--- src/sv/psc_pkg.sv ---
`default_nettype none
package psc_pkg;

	// stack depth and field widths
	localparam int MAX_PLANES = 64;
	localparam int CNT_W      = $clog2(MAX_PLANES + 1);
	localparam int SMP_W      = 16;
	localparam int WGT_W      = 16;
	localparam int FRAC_W     = 12;
	localparam int PROD_W     = SMP_W + WGT_W;
	localparam int VAL_W      = 20;
	localparam int SUM_W      = 26;
	localparam int MODE_W     = 3;
	localparam int STEP_W     = $clog2(SUM_W + 1);

	localparam logic [SUM_W-1:0] SUM_MAX = '1;

	typedef enum logic [MODE_W-1:0] {
		MODE_SUM    = 3'd0,
		MODE_MEAN   = 3'd1,
		MODE_MEDIAN = 3'd2,
		MODE_MIN    = 3'd3,
		MODE_MAX    = 3'd4
	} mode_t;

	typedef enum logic [1:0] {
		ST_RUN    = 2'd0,
		ST_LOAD   = 2'd1,
		ST_FINISH = 2'd2
	} state_t;

	// shared control broadcast along the cell chain
	typedef struct packed {
		logic             ins;
		logic             shl;
		logic [VAL_W-1:0] v;
	} cell_ctl_t;

endpackage
`default_nettype wire

--- src/sv/psc_div.sv ---
`default_nettype none
module psc_div (
	input  wire logic                      clk,
	input  wire logic                      arst_n,
	input  wire logic                      start,
	input  wire logic [psc_pkg::SUM_W-1:0] dividend,
	input  wire logic [psc_pkg::CNT_W-1:0] divisor,
	output logic [psc_pkg::SUM_W-1:0]      quotient,
	output logic                           done
);

	logic [psc_pkg::STEP_W-1:0] steps_q;
	logic [psc_pkg::SUM_W-1:0]  quo_q;
	logic [psc_pkg::CNT_W-1:0]  rem_q;
	logic [psc_pkg::CNT_W:0]    trial;
	logic [psc_pkg::CNT_W:0]    diff;
	logic                       fits;

	// restoring divide, one quotient bit per cycle
	assign trial = {rem_q, quo_q[psc_pkg::SUM_W-1]};
	assign diff  = trial - {1'b0, divisor};
	assign fits  = trial >= {1'b0, divisor};

	always_ff @(posedge clk or negedge arst_n) begin
		if (!arst_n) begin
			steps_q <= '0;
		end else if (start) begin
			steps_q <= psc_pkg::STEP_W'(psc_pkg::SUM_W);
		end else if (steps_q != '0) begin
			steps_q <= steps_q - 1'b1;
		end
	end

	always_ff @(posedge clk) begin
		if (start) begin
			quo_q <= dividend;
			rem_q <= '0;
		end else if (steps_q != '0) begin
			quo_q <= {quo_q[psc_pkg::SUM_W-2:0], fits};
			rem_q <= fits ? diff[psc_pkg::CNT_W-1:0] : trial[psc_pkg::CNT_W-1:0];
		end
	end

	assign quotient = quo_q;
	assign done     = (steps_q == '0);

endmodule
`default_nettype wire
--- config.mk ---
export PLATFORM = sky130hd
export DESIGN_NAME = psc_div
export DESIGN_NICKNAME = d
export VERILOG_FILES = /design/src/sv/psc_pkg.sv /design/src/sv/psc_div.sv
export SDC_FILE = /design/constraint.sdc
export NUM_CORES = 1
export LEC_CHECK = 0
export BUFFER_PORTS_ARGS = -buffer_cell sky130_fd_sc_hd__buf_2
export CORE_UTILIZATION = 45
export DETAILED_ROUTE_END_ITERATION = 7
export PLACE_DENSITY = 0.71
export SYNTH_ARGS = -nofsm -noshare
export SYNTH_HDL_FRONTEND = slang
export SYNTH_SLANG_ARGS = --single-unit
--- constraint.sdc ---
create_clock -name clk -period 2.55 [get_ports clk]
set_input_delay 0.1275 -clock clk [delete_from_list [all_inputs] [get_ports clk]]
set_output_delay 0.1275 -clock clk [all_outputs]
set_load 0.1 [all_outputs]
==> Yosys cells after proc, flatten, opt, wreduce, memory -nomap -nowiden <==
Index checks and enable logic that the tools add are counted.
Widths: inputs -> output; s select.
{ "word_totals": {"register_bits": 38, "inputBits": 36, "wordCells": 14} }
{ "classes": {"add_sub_neg": 2, "magnitude_cmp": 1, "n_mux": 5, "n_reduce_logical": 3} }
{ "op_table": {"columns": ["op", "n"], "rows": [
  ["$mux 26", 2],
  ["$mux 5", 2],
  ["$ge 8x7->1", 1],
  ["$mux 7", 1],
  ["$sub 7x7->7", 1],
  ["$logic_not 5->1", 1],
  ["$reduce_bool 5->1", 1],
  ["$sub 5x1->5 const B", 1],
  ["$reduce_bool 2->1", 1]
]} }

==> Logic depth before layout (Yosys ltp) <==
{ "depth": {"ltp_word": 3, "mapped_depth": 9, "depth_no_buf": 8} }

==> Worst setup path before layout <==
OpenSTA, ideal clock, no wires.
{ "synth_timing": {"kind": "flip-flop to flip-flop", "from": "register quo_q (netlist bit quotient[25])", "to": "register rem_q[3] in the netlist's numbering", "arrival_ns": 2.755, "required_time_ns": 2.462, "path_slack_ns": -0.293, "stages_incl_launch_ff": 9, "path_buffers": 0, "period_less_slack_ns": 2.843, "path_cell_list": "edfxtp_1 -> inv_1 -> ha_1 -> fa_1 -> nand2b_1 -> a211oi_2 -> nor3_2 -> or3_1 -> a311oi_2"} }
{ "synth_between": {"elab_chain_cells": 2, "elab_cells_between_ends": 3, "cone_classes": "1 x add/sub; 1 x order compare; 1 x mux"} }
{ "synth_lines": {"columns": ["item", "line", "source"], "rows": [
  ["start: declaration", "psc_div.sv:13", "logic [psc_pkg::SUM_W-1:0] quo_q;"],
  ["start signal: assignment", "psc_div.sv:36", "quo_q <= dividend;"],
  ["start signal: assignment", "psc_div.sv:39", "quo_q <= {quo_q[psc_pkg::SUM_W-2:0], fits};"],
  ["$sub 7x7->7 or $ge 8x7->1 (tied branches)", "psc_div.sv:21, psc_div.sv:22", null],
  ["$mux 7 *", "psc_div.sv:40", "rem_q <= fits ? diff[psc_pkg::CNT_W-1:0] : trial[psc_pkg::CNT_W-1:0];"],
  ["end signal: assignment", "psc_div.sv:40", null],
  ["end: declaration", "psc_div.sv:14", "logic [psc_pkg::CNT_W-1:0] rem_q;"]
]} }
Every way passes the cells marked *; elsewhere a longest branch is shown, timed or not.
A chain may end at the register's enable or synchronous reset.

==> Worst setup path in the final report <==
{ "layout_timing": {"from": "register steps_q[0] in the netlist's numbering", "to": "output done"} }
{ "layout_between": {"elab_chain_cells": 1} }
{ "layout_lines": {"columns": ["item", "line", "source"], "rows": [
  ["start: declaration", "psc_div.sv:12", "logic [psc_pkg::STEP_W-1:0] steps_q;"],
  ["start signal: assignment", "psc_div.sv:28", "steps_q <= psc_pkg::STEP_W'(psc_pkg::SUM_W);"],
  ["start signal: assignment", "psc_div.sv:30", "steps_q <= steps_q - 1'b1;"],
  ["$logic_not 5->1", "psc_div.sv:45", "assign done = (steps_q == '0);"],
  ["end: declaration", "psc_div.sv:9", "output logic done"]
]} }
Every way passes these cells.

==> impl_metrics.json <==
{
  "multiInputGateArea_um2": 920.9,
  "syn_nets": 217,
  "synth_top_area_cell": "edfxtp_1",
  "p_int_mw": 1.339,
  "grt_pass1_wl_mm": 6.706,
  "status": "finished, final reports clean",
  "ir_drop_v": 0.0006064,
  "chipWidth_um": 69.63,
  "insertion_delay_ns": 0.28,
  "portBuffers": 62,
  "fin_nets": 284,
  "drtAntennaViolNets": 0,
  "hold_path_class": "in2reg",
  "fp.dieH_um": 69.63,
  "dp_hpwl_mm": 2.964,
  "ctsResizeCount": 0,
  "gr-usage-all-layers": 0.1750,
  "p_per_area_nw_per_um2": 924.1,
  "grtUsageMet1": 0.2260,
  "max_cap_viol_count": 0,
  "vias_per_cell": 5.182,
  "cp-start-kind": "flip-flop",
  "worstPathRequired_ns": 2.42,
  "coreArea_um2": 4384,
  "end_kind": "primary output",
  "grt.overflow.total": 0,
  "synth.most_common_cell": "mux2_2",
  "grt_pass1_vias": 1519,
  "diodes": 0,
  "fmax_mhz": 419.6,
  "setup_viol": 0,
  "die-area_um2": 4848,
  "path_class": "reg2out",
  "utilization": 0.5791,
  "seq_power_share": 0.362,
  "synth-edff-count": 26,
  "routedWlPerCell_um": 13.63,
  "synth.top_cells.by_count": "28 x mux2_2, 26 x edfxtp_1, 13 x inv_1",
  "use_met2": 0.2859,
  "worst_pin_slew_ns": 0.4972,
  "fill_cells": 381,
  "rsz0062_at_grt": "no",
  "final_cells": 292,
  "pin_count": 63,
  "drt-total-wl_mm": 3.981,
  "synth.top_cell.area_share": 0.3793,
  "clock_skew_ns": 0.004467,
  "p_clk_frac": 0.176,
  "dp.cells": 283,
  "p_comb_frac": 0.462,
  "dr.pass1.iters": 4,
  "fin_ws_ns": 0.1669,
  "cts_tree": "built",
  "fin_crit_ns": 2.383,
  "postCtsSetupRepairBufs": 0,
  "leakagePower_nw": 1.107,
  "gr-max-usage-layer": "met2",
  "rows": 24,
  "arrival_ns": 2.26,
  "switching_share": 0.4292,
  "synth_area_per_cell_um2": 11.97,
  "cts_made_buffers": 5,
  "synth_cells": 172,
  "cts_buffer_depth": 2,
  "synth_seq_cells": 38,
  "ys_types": 38,
  "ys_seq_area_frac": 0.5082,
  "grt_use_met3": 0.04215,
  "whs_ns": 0.1400,
  "start_util": 0.4695,
  "yosys-top-cells-area": "edfxtp_1 38%, mux2_2 15%, dfxtp_1 6.8%",
  "drtIter0Drc": 75,
  "final_area_um2": 2539,
  "antenna_found_initial": 0,
  "p_sw_mw": 1.007,
  "synth_flop_cell": "edfxtp_1",
  "hold_viol": 0,
  "period_share": 0.9346,
  "cts_root_buffer": "clkbuf_8",
  "grt_max_degree": 18,
  "final_max_slew_viol_count": 0,
  "cts.sinks": 38,
  "ys_async_sr_fraction": 0.1316,
  "globalplace.congestion": 0.8275,
  "area_delta_synth_final_pct": 23.34,
  "post_dp_cell_area_um2": 2437,
  "pre_cts_slack_ns": 0.4041,
  "clkTransAtPathRegs_ns": 0.07,
  "vias": 1513,
  "drc": 0,
  "ys_warn_count": 0,
  "drive_gt1_frac": 0.4833,
  "htree_num_levels": 2,
  "ff_latch_area_um2": 1046,
  "synth_area_um2": 2058,
  "slew-limit-headroom": 0.6708,
  "critPathMaxFanout": 9
}
[layout make-up]
cell class | instances | share of cell area
clock buffer | 7 | 0.03401
inverter | 14 | 0.02563
tap | 52 | 0.02563
multi-input combinational | 113 | 0.3627
sequential | 38 | 0.4120
timing repair buffer | 67 | 0.1380
clock inverter | 1 | 0.001971
[routing by layer]
layer | wire [um] | part of all wire
met4 | 55 | 0.014
met3 | 146 | 0.037
met2 | 1903 | 0.48
met1 | 1875 | 0.47
met5 | 0 | 0
[cells by family after synthesis]
| logic type | Yosys count | synth area share |
|---|---|---|
| flip-flops | 38 | 0.5082 |
| buffers and inverters | 21 | 0.05046 |
| AO/OA/AOI/OAI | 31 | 0.1015 |
| multiplexers | 28 | 0.1532 |
| adder cells (fa/ha/maj) | 9 | 0.05836 |
| XOR/XNOR | 1 | 0.004256 |
| AND/OR/NAND/NOR | 44 | 0.1240 |
[cell usage in the layout, fill, tap and decap left out, types with 2 or more instances in the layout]
cell	netlist	final
nand2b_1	4	3
mux2_2	28	28
buf_2	1	62
o21ai_0	8	8
ha_1	8	7
dfxtp_1	7	7
o21ai_1	3	3
dfrtp_1	5	5
a211oi_2	2	2
buf_4	1	4
nor2_1	10	10
clkbuf_8	0	6
nand3_1	2	2
edfxtp_1	26	26
nand2_1	9	9
nor3_2	2	2
a311oi_2	3	3
inv_1	13	13
nor3b_1	3	3
or3_1	4	4
a21oi_1	12	12
[worst max-delay path: stages, from the launching register on]
cell	delay, ns
dfrtp_1	0.41
inv_1	0.07
ha_1	0.17
or3b_1	0.36
or2_1	0.40
clkinv_8	0.14
buf_2	0.43
[repair_timing]
item	CTS	global route
hold buffers	1	0
hold endpoints to repair	5	0
endpoints found under the setup margin	0	0
[stage by stage]
step | power [mW] | TNS, ns
5_1_grt | 2.483 | 0
3_5_place_dp | 1.938 | 0
6_report | 2.346 | 0
4_1_cts | 2.359 | 0
3_3_place_gp | 1.932 | 0
2_1_floorplan | 1.781 | -0.5790
[state kept, by name, summed over array words and instances (netlist names)]
register / cells
rem_q: 7
steps_q: 5
quotient: 26
[path summary, 6_finish.rpt]
path                       cells past startpoint  slack (ns)            to          from
setup / recovery                               6        0.17          done    steps_q[0]
hold / removal                                 2        0.14  quotient[20]  dividend[20]
setup reg to reg                               8        0.39      rem_q[3]  quotient[25]
hold reg to reg                                2        0.48    steps_q[4]    steps_q[4]
max in group asynchronous                      2        2.22    steps_q[0]        arst_n
min in group asynchronous                      2        0.19    steps_q[1]        arst_n
[power by group through the flow]
stage | Combinational, mW | Sequential, mW | Clock, mW
finish | 1.08 | 0.849 | 0.413
detailed placement | 1.08 | 0.860 | 0
floorplan | 0.551 | 1.23 | 0
global route | 1.16 | 0.864 | 0.454
global placement | 1.07 | 0.860 | 0
CTS | 1.08 | 0.850 | 0.425
Power figures use the tool's default switching activity.
