[config.mk]
export PLATFORM = sky130hd
export DESIGN_NAME = psc_cell
export DESIGN_NICKNAME = d
export VERILOG_FILES = /design/src/sv/psc_pkg.sv /design/src/sv/psc_cell.sv
export SDC_FILE = /design/constraint.sdc
export NUM_CORES = 1
export LEC_CHECK = 0
export BUFFER_PORTS_ARGS = -buffer_cell sky130_fd_sc_hd__buf_4
export CAP_MARGIN = 20
export CORE_UTILIZATION = 44
export DETAILED_ROUTE_END_ITERATION = 7
export PLACE_DENSITY = 0.78
export SYNTH_ARGS = -nofsm -noshare
export SYNTH_HDL_FRONTEND = slang
export SYNTH_SLANG_ARGS = --single-unit
[constraint.sdc]
create_clock -name clk -period 4 [get_ports clk]
set_clock_uncertainty 0.15 [all_clocks]
set_input_delay 0.2 -clock clk [delete_from_list [all_inputs] [get_ports clk]]
set_output_delay 0.2 -clock clk [all_outputs]
set_load 0.01 [all_outputs]
[src/sv/psc_pkg.sv]
`default_nettype none
package psc_pkg;

	// stack depth and field widths
	localparam int MAX_PLANES = 64;
	localparam int CNT_W      = $clog2(MAX_PLANES + 1);
	localparam int SMP_W      = 16;
	localparam int WGT_W      = 16;
	localparam int FRAC_W     = 12;
	localparam int PROD_W     = SMP_W + WGT_W;
	localparam int VAL_W      = 20;
	localparam int SUM_W      = 26;
	localparam int MODE_W     = 3;
	localparam int STEP_W     = $clog2(SUM_W + 1);

	localparam logic [SUM_W-1:0] SUM_MAX = '1;

	typedef enum logic [MODE_W-1:0] {
		MODE_SUM    = 3'd0,
		MODE_MEAN   = 3'd1,
		MODE_MEDIAN = 3'd2,
		MODE_MIN    = 3'd3,
		MODE_MAX    = 3'd4
	} mode_t;

	typedef enum logic [1:0] {
		ST_RUN    = 2'd0,
		ST_LOAD   = 2'd1,
		ST_FINISH = 2'd2
	} state_t;

	// shared control broadcast along the cell chain
	typedef struct packed {
		logic             ins;
		logic             shl;
		logic [VAL_W-1:0] v;
	} cell_ctl_t;

endpackage
`default_nettype wire

[src/sv/psc_cell.sv]
`default_nettype none
module psc_cell (
	input  wire logic                      clk,
	input  wire psc_pkg::cell_ctl_t        ctl,
	input  wire logic                      occ,
	input  wire logic                      prev_gt,
	input  wire logic [psc_pkg::VAL_W-1:0] prev_val,
	input  wire logic [psc_pkg::VAL_W-1:0] next_val,
	output logic [psc_pkg::VAL_W-1:0]      val,
	output logic                           gt
);

	logic [psc_pkg::VAL_W-1:0] val_q;

	// an empty cell behaves as larger than any value
	assign gt  = !occ || (val_q > ctl.v);
	assign val = val_q;

	always_ff @(posedge clk) begin
		if (ctl.ins) begin
			if (prev_gt) begin
				val_q <= prev_val;
			end else if (gt) begin
				val_q <= ctl.v;
			end
		end else if (ctl.shl) begin
			val_q <= next_val;
		end
	end

endmodule
`default_nettype wire

-- Word-level counts from Yosys, hierarchy flattened
Cells that the tools add are included.
- bits in registers: 20
- magnitude comparators: 1
- eq/ne operators: 1
- mux-type cells: 4
- reduce and logical (&&, ||, !) cells: 4
- operator list (cell ; count):
    two-way mux 20 bit ; 4
    > comparator 20 bit ; 1
    inequality test 3 x 1 -> 1 bit (second input constant) ; 1
    AND reduction 2 bit ; 1
    nonzero test 2 bit ; 1
    logical NOT 1 bit ; 1
    logical OR 1 bit ; 1

-- Depth between registers and ports, before layout
Gate-level depths: netlist of the first run.
- depth in word-level cells: 5
- gate-level depth with buffers: 7

-- Worst setup path before layout of the first run
OpenSTA, ideal clock, no wires.
- path type: register -> register
- from: register val_q, in the netlist val[10]
- to: register val_q, in the netlist val[0] (enable)
- library setup time: 0.404 ns
- data arrival time: 2.476 ns
- required time: 3.446 ns
- slack: 0.970 ns
- stages on the path, launching flop included: 7
- path buffers: 0
- cells stage by stage: edfxtp_1 ha_1 and4_1 and4bb_1 and4_1 o2bb2ai_1 a21oi_1
- cells in the longest elaborated chain, start to end: 4
- RTL lines (element ; line ; RTL):
    start: declaration ; psc_cell.sv:13 ; logic [psc_pkg::VAL_W-1:0] val_q;
    start signal: assignment ; psc_cell.sv:22 ; val_q <= prev_val;
    start signal: assignment ; psc_cell.sv:24 ; val_q <= ctl.v;
    start signal: assignment ; psc_cell.sv:27 ; val_q <= next_val;
    > comparator 20 bit ; psc_cell.sv:16 ; assign gt = !occ || (val_q > ctl.v);
    logical OR 1 bit ; psc_cell.sv:16 ;
    inequality test 3 x 1 -> 1 bit (no source line) ; - ;
    AND reduction 2 bit (no source line) ; - ;
No other way between the ends.
A chain may end at the register's enable or synchronous reset.

-- Final worst setup path of the first run
- from: register val_q, in the netlist val[10]
- to: output port gt
- cells in the longest elaborated chain, start to end: 2
- RTL lines (element ; line ; RTL):
    > comparator 20 bit ; psc_cell.sv:16 ;
    logical OR 1 bit ; psc_cell.sv:16 ;
    end: declaration ; psc_cell.sv:10 ; output logic gt
No other way between the ends.

==> results of run 1 <==
metrics by stage:
step	total power, mW	std cells
2_1_floorplan	0.3745	162
3_3_place_gp	0.4771	287
3_5_place_dp	0.4814	287
4_1_cts	0.5797	290
5_1_grt	0.6120	290
6_report	0.5712	290
cells in the mapped netlist, drive strengths merged:
library cell,count
ha,20
buf,2
nand3,2
and2,1
a221oi,1
nand4,2
a21oi,28
a221o,2
nor2b,1
and4,3
nand2,6
and4bb,1
o21ai,4
nor2,22
edfxtp,20
inv,21
mux2i,20
clkbuf,5
o2bb2ai,1
cells by family after synthesis:
group | Yosys count | synth area share
AOI/OAI and AO/OA | 36 | 0.1323
adders and majority gates | 20 | 0.1623
buffers and inverters | 28 | 0.06981
DFF | 20 | 0.3896
muxes | 20 | 0.1299
and+or+nand+nor | 38 | 0.1161
final cells by class:
| class | instances | area [um^2] |
|---|---|---|
| Fill cell | 295 | 1095 |
| Inverter | 21 | 78.83 |
| Tap cell | 46 | 57.56 |
| Clock buffer | 3 | 22.52 |
| Multi-Input combinational cell | 114 | 837.1 |
| Timing Repair Buffer | 86 | 645.6 |
| Sequential cell | 20 | 600.6 |
report_power, final:
group	switching [mW]	internal (mW)	total, mW
Sequential	0.0112	0.258	0.269
Clock	0.0613	0.0351	0.0964
Combinational	0.0933	0.113	0.206
Total	0.166	0.405	0.571
routing by layer:
metal  up-vias  track usage  wire [um]
li1        749            -          -
met2        45       0.3354       1816
met1       620       0.2170       1413
met5         -            0          0
met3         5      0.02521        221
met4         0      0.07792         46
worst max-delay path by stage:
stage,start,endpoint,slack (ps),cells past startpoint
detailed placement,val[10]$_DFFE_PP_,val[4]$_DFFE_PP_,1610,7
floorplan,val[10]$_DFFE_PP_,val[0]$_DFFE_PP_,970,6
finish,val[10]$_DFFE_PP_,gt,1490,7
CTS,val[10]$_DFFE_PP_,gt,1470,7
global placement,val[10]$_DFFE_PP_,val[16]$_DFFE_PP_,1700,7
global route,val[10]$_DFFE_PP_,gt,1370,7
worst max-delay path, cell delays in order (launching register included):
cell,delay (ps)
edfxtp_1,410
ha_1,320
a21oi_1,160
nand2_1,70
a221o_1,360
a221oi_2,300
o21ai_1,100
buf_4,150
==> qor.yml, run 1 <==
mostFrequentLayoutCell: "buf_4"
htreeDepth: 1
fp.dieW_um: 61.19
post_route_cells_drive_above_1_share: 0.3730
postLayoutCellArea_mm2: 0.002242
reg2reg_depth: 7
clockRootBuffer: "clkbuf_4"
track_usage: 0.1845
die_height_um: 61.19
routedWlPerCell_um: 12.06
max-vdd-ir-drop_mv: 0.1416
start_util: 0.4619
synth_cells: 162
max_freq_ghz: 0.3984
grt_pass1_vias: 1189
areaGrowthSynthToFinish_pct: 45.45
wirelength_um: 3498
end_kind: "output port"
final_max_slew_viol_count: 0
clk-insertion-delay-late_ps: 300
post-place-ws_ps: 1610
ios: 86
synthTopCellsByArea: "edfxtp_1 (39%), ha_1 (16%), mux2i_1 (13%), a21oi_1 (9.1%), nor2_1 (5.4%)"
die_area_mm2: 0.003744
critPathRequiredTime_ps: 3650
hold_path_depth: 3
hp-start: "next_val[9]"
worst_hold_path.endpoint: "val[9]$_DFFE_PP_"
critPathLaunchType: "register"
r2r-end: "val[4]$_DFFE_PP_"
postCtsSetupBuffers: 0
cts_tree: "yes"
power_density_mw_per_mm2: 254.7
finalCritPeriodShare: 0.6276
synth.cell_area_mm2: 0.001541
yosys.area.top_type: "edfxtp_1"
ff2ff_setup_slack_ps: 1600
worst_slew_pin_slew_ps: 391.8
layout_common_cells: "buf_4 (86), a21oi_1 (27), nor2_1 (22), inv_1 (21)"
drt_first_iter_violations: 35
rsz0062_at_grt: "no"
ys_seq_area_frac: 0.3896
utilization: 0.6719
grt_max_degree: 43
min_period_ps: 2510
synth_nets: 247
rows: 21
ys_ff_latch: 20
vias_per_cell: 4.893
dpl_cell_area_mm2: 0.002220
ctsResizeCount: 0
nNetsFinal: 331
drv_cap: 0
hold_slack_ps: 55.83
p_leak_nw: 1.154
status: "completed"
synth_cell_types: 20
finalHoldViolations: 0
ys_warn_count: 0
path_class: "reg2out"
netlist.area_leader.share: 0.3896
synth.avg_cell_area_um2: 9.515
grt_pass1_wl_um: 5064
cts_sinks: 20
antenna_found_initial: 0
drc: 0
numCtsBuffers: 3
r2r_start: "val[10]$_DFFE_PP_"
hold_buffers: 0
drtPass1Iterations: 4
diodes: 0
ant_nets: 0
grt-ovfl-total: 0
routabilityCongestion: 0.6840
totalNegativeSetupSlack_ps: 0
path_max_fanout: 3
cts.clk_slew.worst_paths_ps: 110
clock_path_buffers: 2
core_mm2: 0.003337
hpwl_um: 2827
relSlewSlack: 0.7388
num_vias: 1419
largest_register_ff_count: 20
worstHoldPathType: "in2reg"
crit_arrival_ps: 2160
port-buffer-count: 85
setup_viol: 0
postLayoutSetupSlackWorst_ps: 1490
(Power assumes the default switching activity.)
==> run 2: changes to the inputs <==
--- a/config.mk
+++ b/config.mk
@@ -5,11 +5,12 @@
 export SDC_FILE = /design/constraint.sdc
 export NUM_CORES = 1
 export LEC_CHECK = 0
+export ABC_AREA = 1
 export BUFFER_PORTS_ARGS = -buffer_cell sky130_fd_sc_hd__buf_4
 export CAP_MARGIN = 20
-export CORE_UTILIZATION = 44
+export CORE_UTILIZATION = 41
 export DETAILED_ROUTE_END_ITERATION = 7
-export PLACE_DENSITY = 0.78
+export PLACE_DENSITY = 0.75
 export SYNTH_ARGS = -nofsm -noshare
 export SYNTH_HDL_FRONTEND = slang
 export SYNTH_SLANG_ARGS = --single-unit
==> constraint.sdc (replaced) <==
create_clock -name clk -period 2.1 [get_ports clk]
set_clock_uncertainty 0.15 [all_clocks]
set_input_delay 0.105 -clock clk [delete_from_list [all_inputs] [get_ports clk]]
set_output_delay 0.105 -clock clk [all_outputs]
set_load 0.01 [all_outputs]
==> run 2 against run 1 <==
  * First-iteration DRC count rose by 100%
  * Total power up 130%
  * Critical path type is now reg2reg
  * Synthesized cell count grew 31%
  * Die area is 12% higher
  * Via count rose by 26%
  * The flow now finishes with violations (setup timing)
  * Cell area grew 18%
  * Sequential power rose by 93%
==> qor.yml, run 2 <==
status: "complete, but fails checks"
violations: "setup timing"
antenna_found_initial: 0  # unchanged
critPathSlowestCell: "edfxtp_1"
relSlewSlack: 0.7304  # -0.008423
combPwrFrac: 0.395  # +0.034
largest_register_ff_count: 20  # unchanged
postLayoutSetupSlackWorst_ps: -32.33  # -1522 ps
drt_first_iter_violations: 71  # +100%
cpPeakStageDelay_ps: 400  # about the same
worst_hold_path.endpoint: "val[14]$_DFFE_PP_"
synth_cell_types: 20  # unchanged
mostFrequentLayoutCell: "buf_4"
ys_seq_area_frac: 0.3733  # -0.01636
power_switching_mw: 0.3931  # +140%
cts_sinks: 20  # unchanged
postLayoutCellArea_mm2: 0.002654  # +18%
worst_slew_pin_slew_ps: 403.9  # +12.05 ps
cts.clk_slew.worst_paths_ps: 80  # -30 ps
ant_nets: 0  # unchanged
synth-edff-count: 20  # unchanged
clkPwrFrac: 0.203  # +0.034
synth_commonest_cells: "nand2_1 (46), inv_1 (30), nor2_1 (23)"
path_max_fanout: 11  # +8
min_period_ps: 2132
drc: 0  # unchanged
areaGrowthSynthToFinish_pct: 64.93
diodes: 0  # unchanged
max_freq_ghz: 0.4690
routabilityCongestion: 0.7639  # +12%
nNetsFinal: 405  # +22%
max-vdd-ir-drop_mv: 0.5048  # +260%
swShare: 0.3034  # +0.01310
totalNegativeSetupSlack_ps: -544.9  # -544.9 ps
crit_chain: "ha_1 -> nand2_2 -> inv_1 -> nand2_1 -> nand2_1 -> a21oi_2 -> nand3_2 -> nand2_1 -> nand3_1 -> nand2_2 -> clkinvlp_4 -> buf_12"
synth_flop_cell: "edfxtp_1"
grt-ovfl-total: 0  # unchanged
ys_warn_count: 0  # unchanged
ios: 86  # unchanged
drv_cap: 0  # unchanged
p_total_mw: 1.295  # +130%
worstHoldPathType: "in2reg"
reg2reg_depth: 12  # +5
power.internal_mw: 0.9023  # +120%
clock_path_buffers: 2  # unchanged
critPathRequiredTime_ps: 1980  # -1670 ps
num_vias: 1783  # +26%
hold_path_depth: 3  # unchanged
finalCritPeriodShare: 1.015
dpl_cell_area_mm2: 0.002367  # +6.7%
layout_common_cells: "buf_4 (91), nand2_1 (41), inv_1 (29), nor2_1 (22)"
end_kind: "register"
synth.avg_cell_area_um2: 7.590  # -20%
yosys.area.top_type: "edfxtp_1"
vias_per_cell: 4.858  # -0.71%
power_density_mw_per_mm2: 488.1  # +92%
critPathLaunchType: "register"
synth.cell_area_mm2: 0.001609  # +4.4%
wirelength_um: 4471  # +28%
ff2ff_setup_slack_ps: -30  # -1630 ps
synth_nets: 297  # +20%
track_usage: 0.2253  # +0.04074
cts_tree: "yes"
yosysMostFrequentCell: "nand2_1"
clockRootBuffer: "clkbuf_8"
die_height_um: 64.65  # +5.6%
crit_arrival_ps: 2020  # -140 ps
htreeDepth: 1  # unchanged
rsz0062_at_grt: "yes"
crit_top_cell: "nand2_1"
netlist.area_leader.share: 0.3733  # -0.01636
routedWlPerCell_um: 12.18  # +1.0%
async_flop_share: 0  # unchanged
finalHoldViolations: 0  # unchanged
r2r-end: "val[1]$_DFFE_PP_"
setup_viol: 20  # +20
port-buffer-count: 85  # unchanged
ys_ff_latch: 20  # unchanged
core_mm2: 0.003716  # +11%
final_max_slew_viol_count: 0  # unchanged
hpwl_um: 3177  # +12%
die_area_mm2: 0.004179  # +12%
fp.dieW_um: 64.65  # +5.6%
p_seq_frac: 0.402  # -0.069
grt_max_degree: 23  # -47%
synthTopCellsByArea: "edfxtp_1 (37%), ha_1 (16%), nand2_1 (11%), inv_1 (7.0%), o21ai_0 (6.2%)"
hp-start: "next_val[14]"
grt_pass1_wl_um: 7286  # +44%
hold_slack_ps: 0.9467  # -54.88 ps
start_util: 0.4330  # -0.02895
numCtsBuffers: 3  # unchanged
r2r_start: "val[15]$_DFFE_PP_"
synth_cells: 212  # +31%
grt_pass1_vias: 1690  # +42%
post_route_cells_drive_above_1_share: 0.3824  # +0.009494
p_leak_nw: 1.342  # +16%
utilization: 0.7141  # +0.04223
rows: 22  # +4.8%
clk-insertion-delay-late_ps: 260  # -40 ps
path_class: "reg2reg"
drtPass1Iterations: 4  # unchanged
run 2: changes by cell type in the layout (fill, tap and decap cells not counted), moves of 5 or more:
cell	before	now
o21ai_0	3	20
dlygate4sd3_1	0	17
mux2i_1	20	0
nand2_1	6	41
nand2_2	0	10
a21oi_1	27	6
o21ai_1	1	20
buf_4	86	91
inv_1	21	29
run 2: area by class of cell:
class,count,area [um^2]
clock buffers,3,41.29
clock inverters,1,3.754
fillers,309,1062
inverters,33,127.6
multi-input cells,151,915.9
flip-flops and latches,20,600.6
well taps,48,60.06
repair buffers,111,904.6
run 2: how the worst max path moves through the flow:
stage / startpoint / end / cells after the start
2_1_floorplan: val[15]$_DFFE_PP_ / val[0]$_DFFE_PP_ / 11
3_3_place_gp: val[9]$_DFFE_PP_ / val[5]$_DFFE_PP_ / 12
6_report: val[15]$_DFFE_PP_ / val[1]$_DFFE_PP_ / 12
3_5_place_dp: val[9]$_DFFE_PP_ / val[8]$_DFFE_PP_ / 11
5_1_grt: val[7]$_DFFE_PP_ / val[3]$_DFFE_PP_ / 14
4_1_cts: val[9]$_DFFE_PP_ / val[5]$_DFFE_PP_ / 11
run 2: metrics by stage:
stage                     setup WS, ps  std cells
after floorplan                 -76.02        212
after global placement          -18.83        343
after detailed placement        -66.34        343
after CTS                       -39.38        365
after global routing            -167.3        367
final                           -32.33        367
run 2: worst max-delay path, delay by kind of cell, from the launching register on:
| family | cells | cell delay (ps) |
|---|---|---|
| buffers and inverters | 3 | 350 |
| AND/OR/NAND/NOR | 7 | 540 |
| AO/OA/AOI/OAI | 1 | 130 |
| adder cells (fa/ha/maj) | 1 | 330 |
| flip-flops | 1 | 400 |
run 2: kinds of logic after synthesis:
| group | share of synthesized area |
|---|---|
| buffers and inverters | 0.09565 |
| AND/OR/NAND/NOR | 0.2193 |
| AO/OA/AOI/OAI | 0.1563 |
| flip-flops | 0.3733 |
| adder cells (fa/ha/maj) | 0.1555 |
run 2: power groups by stage:
stage	Combinational [mW]	Sequential, mW	Clock, mW
global placement	0.449	0.526	0
finish	0.512	0.520	0.263
CTS	0.491	0.520	0.268
global route	0.571	0.525	0.281
detailed placement	0.454	0.529	0
floorplan	0.201	0.546	0
run 2: timing repair:
| item | 4_1_cts | 5_1_grt |
|---|---|---|
| pin swaps | 0 | 3 |
| hold buffers | 17 | 0 |
| resized for setup | 3 | 7 |
| setup buffers | 1 | 2 |
| hold endpoints to repair | 17 | 0 |
| setup endpoints to repair | 20 | 21 |
run 2: layer usage:
layer  part of all wire  global-route usage  up-vias  wire length [um]
met2               0.52              0.4000       64              2315
met1               0.42              0.2720      804              1900
met5                  0                   0        -                 0
met3              0.045             0.03521        7               202
met4              0.012             0.08333        0                53
li1                   -                   -      908                 -
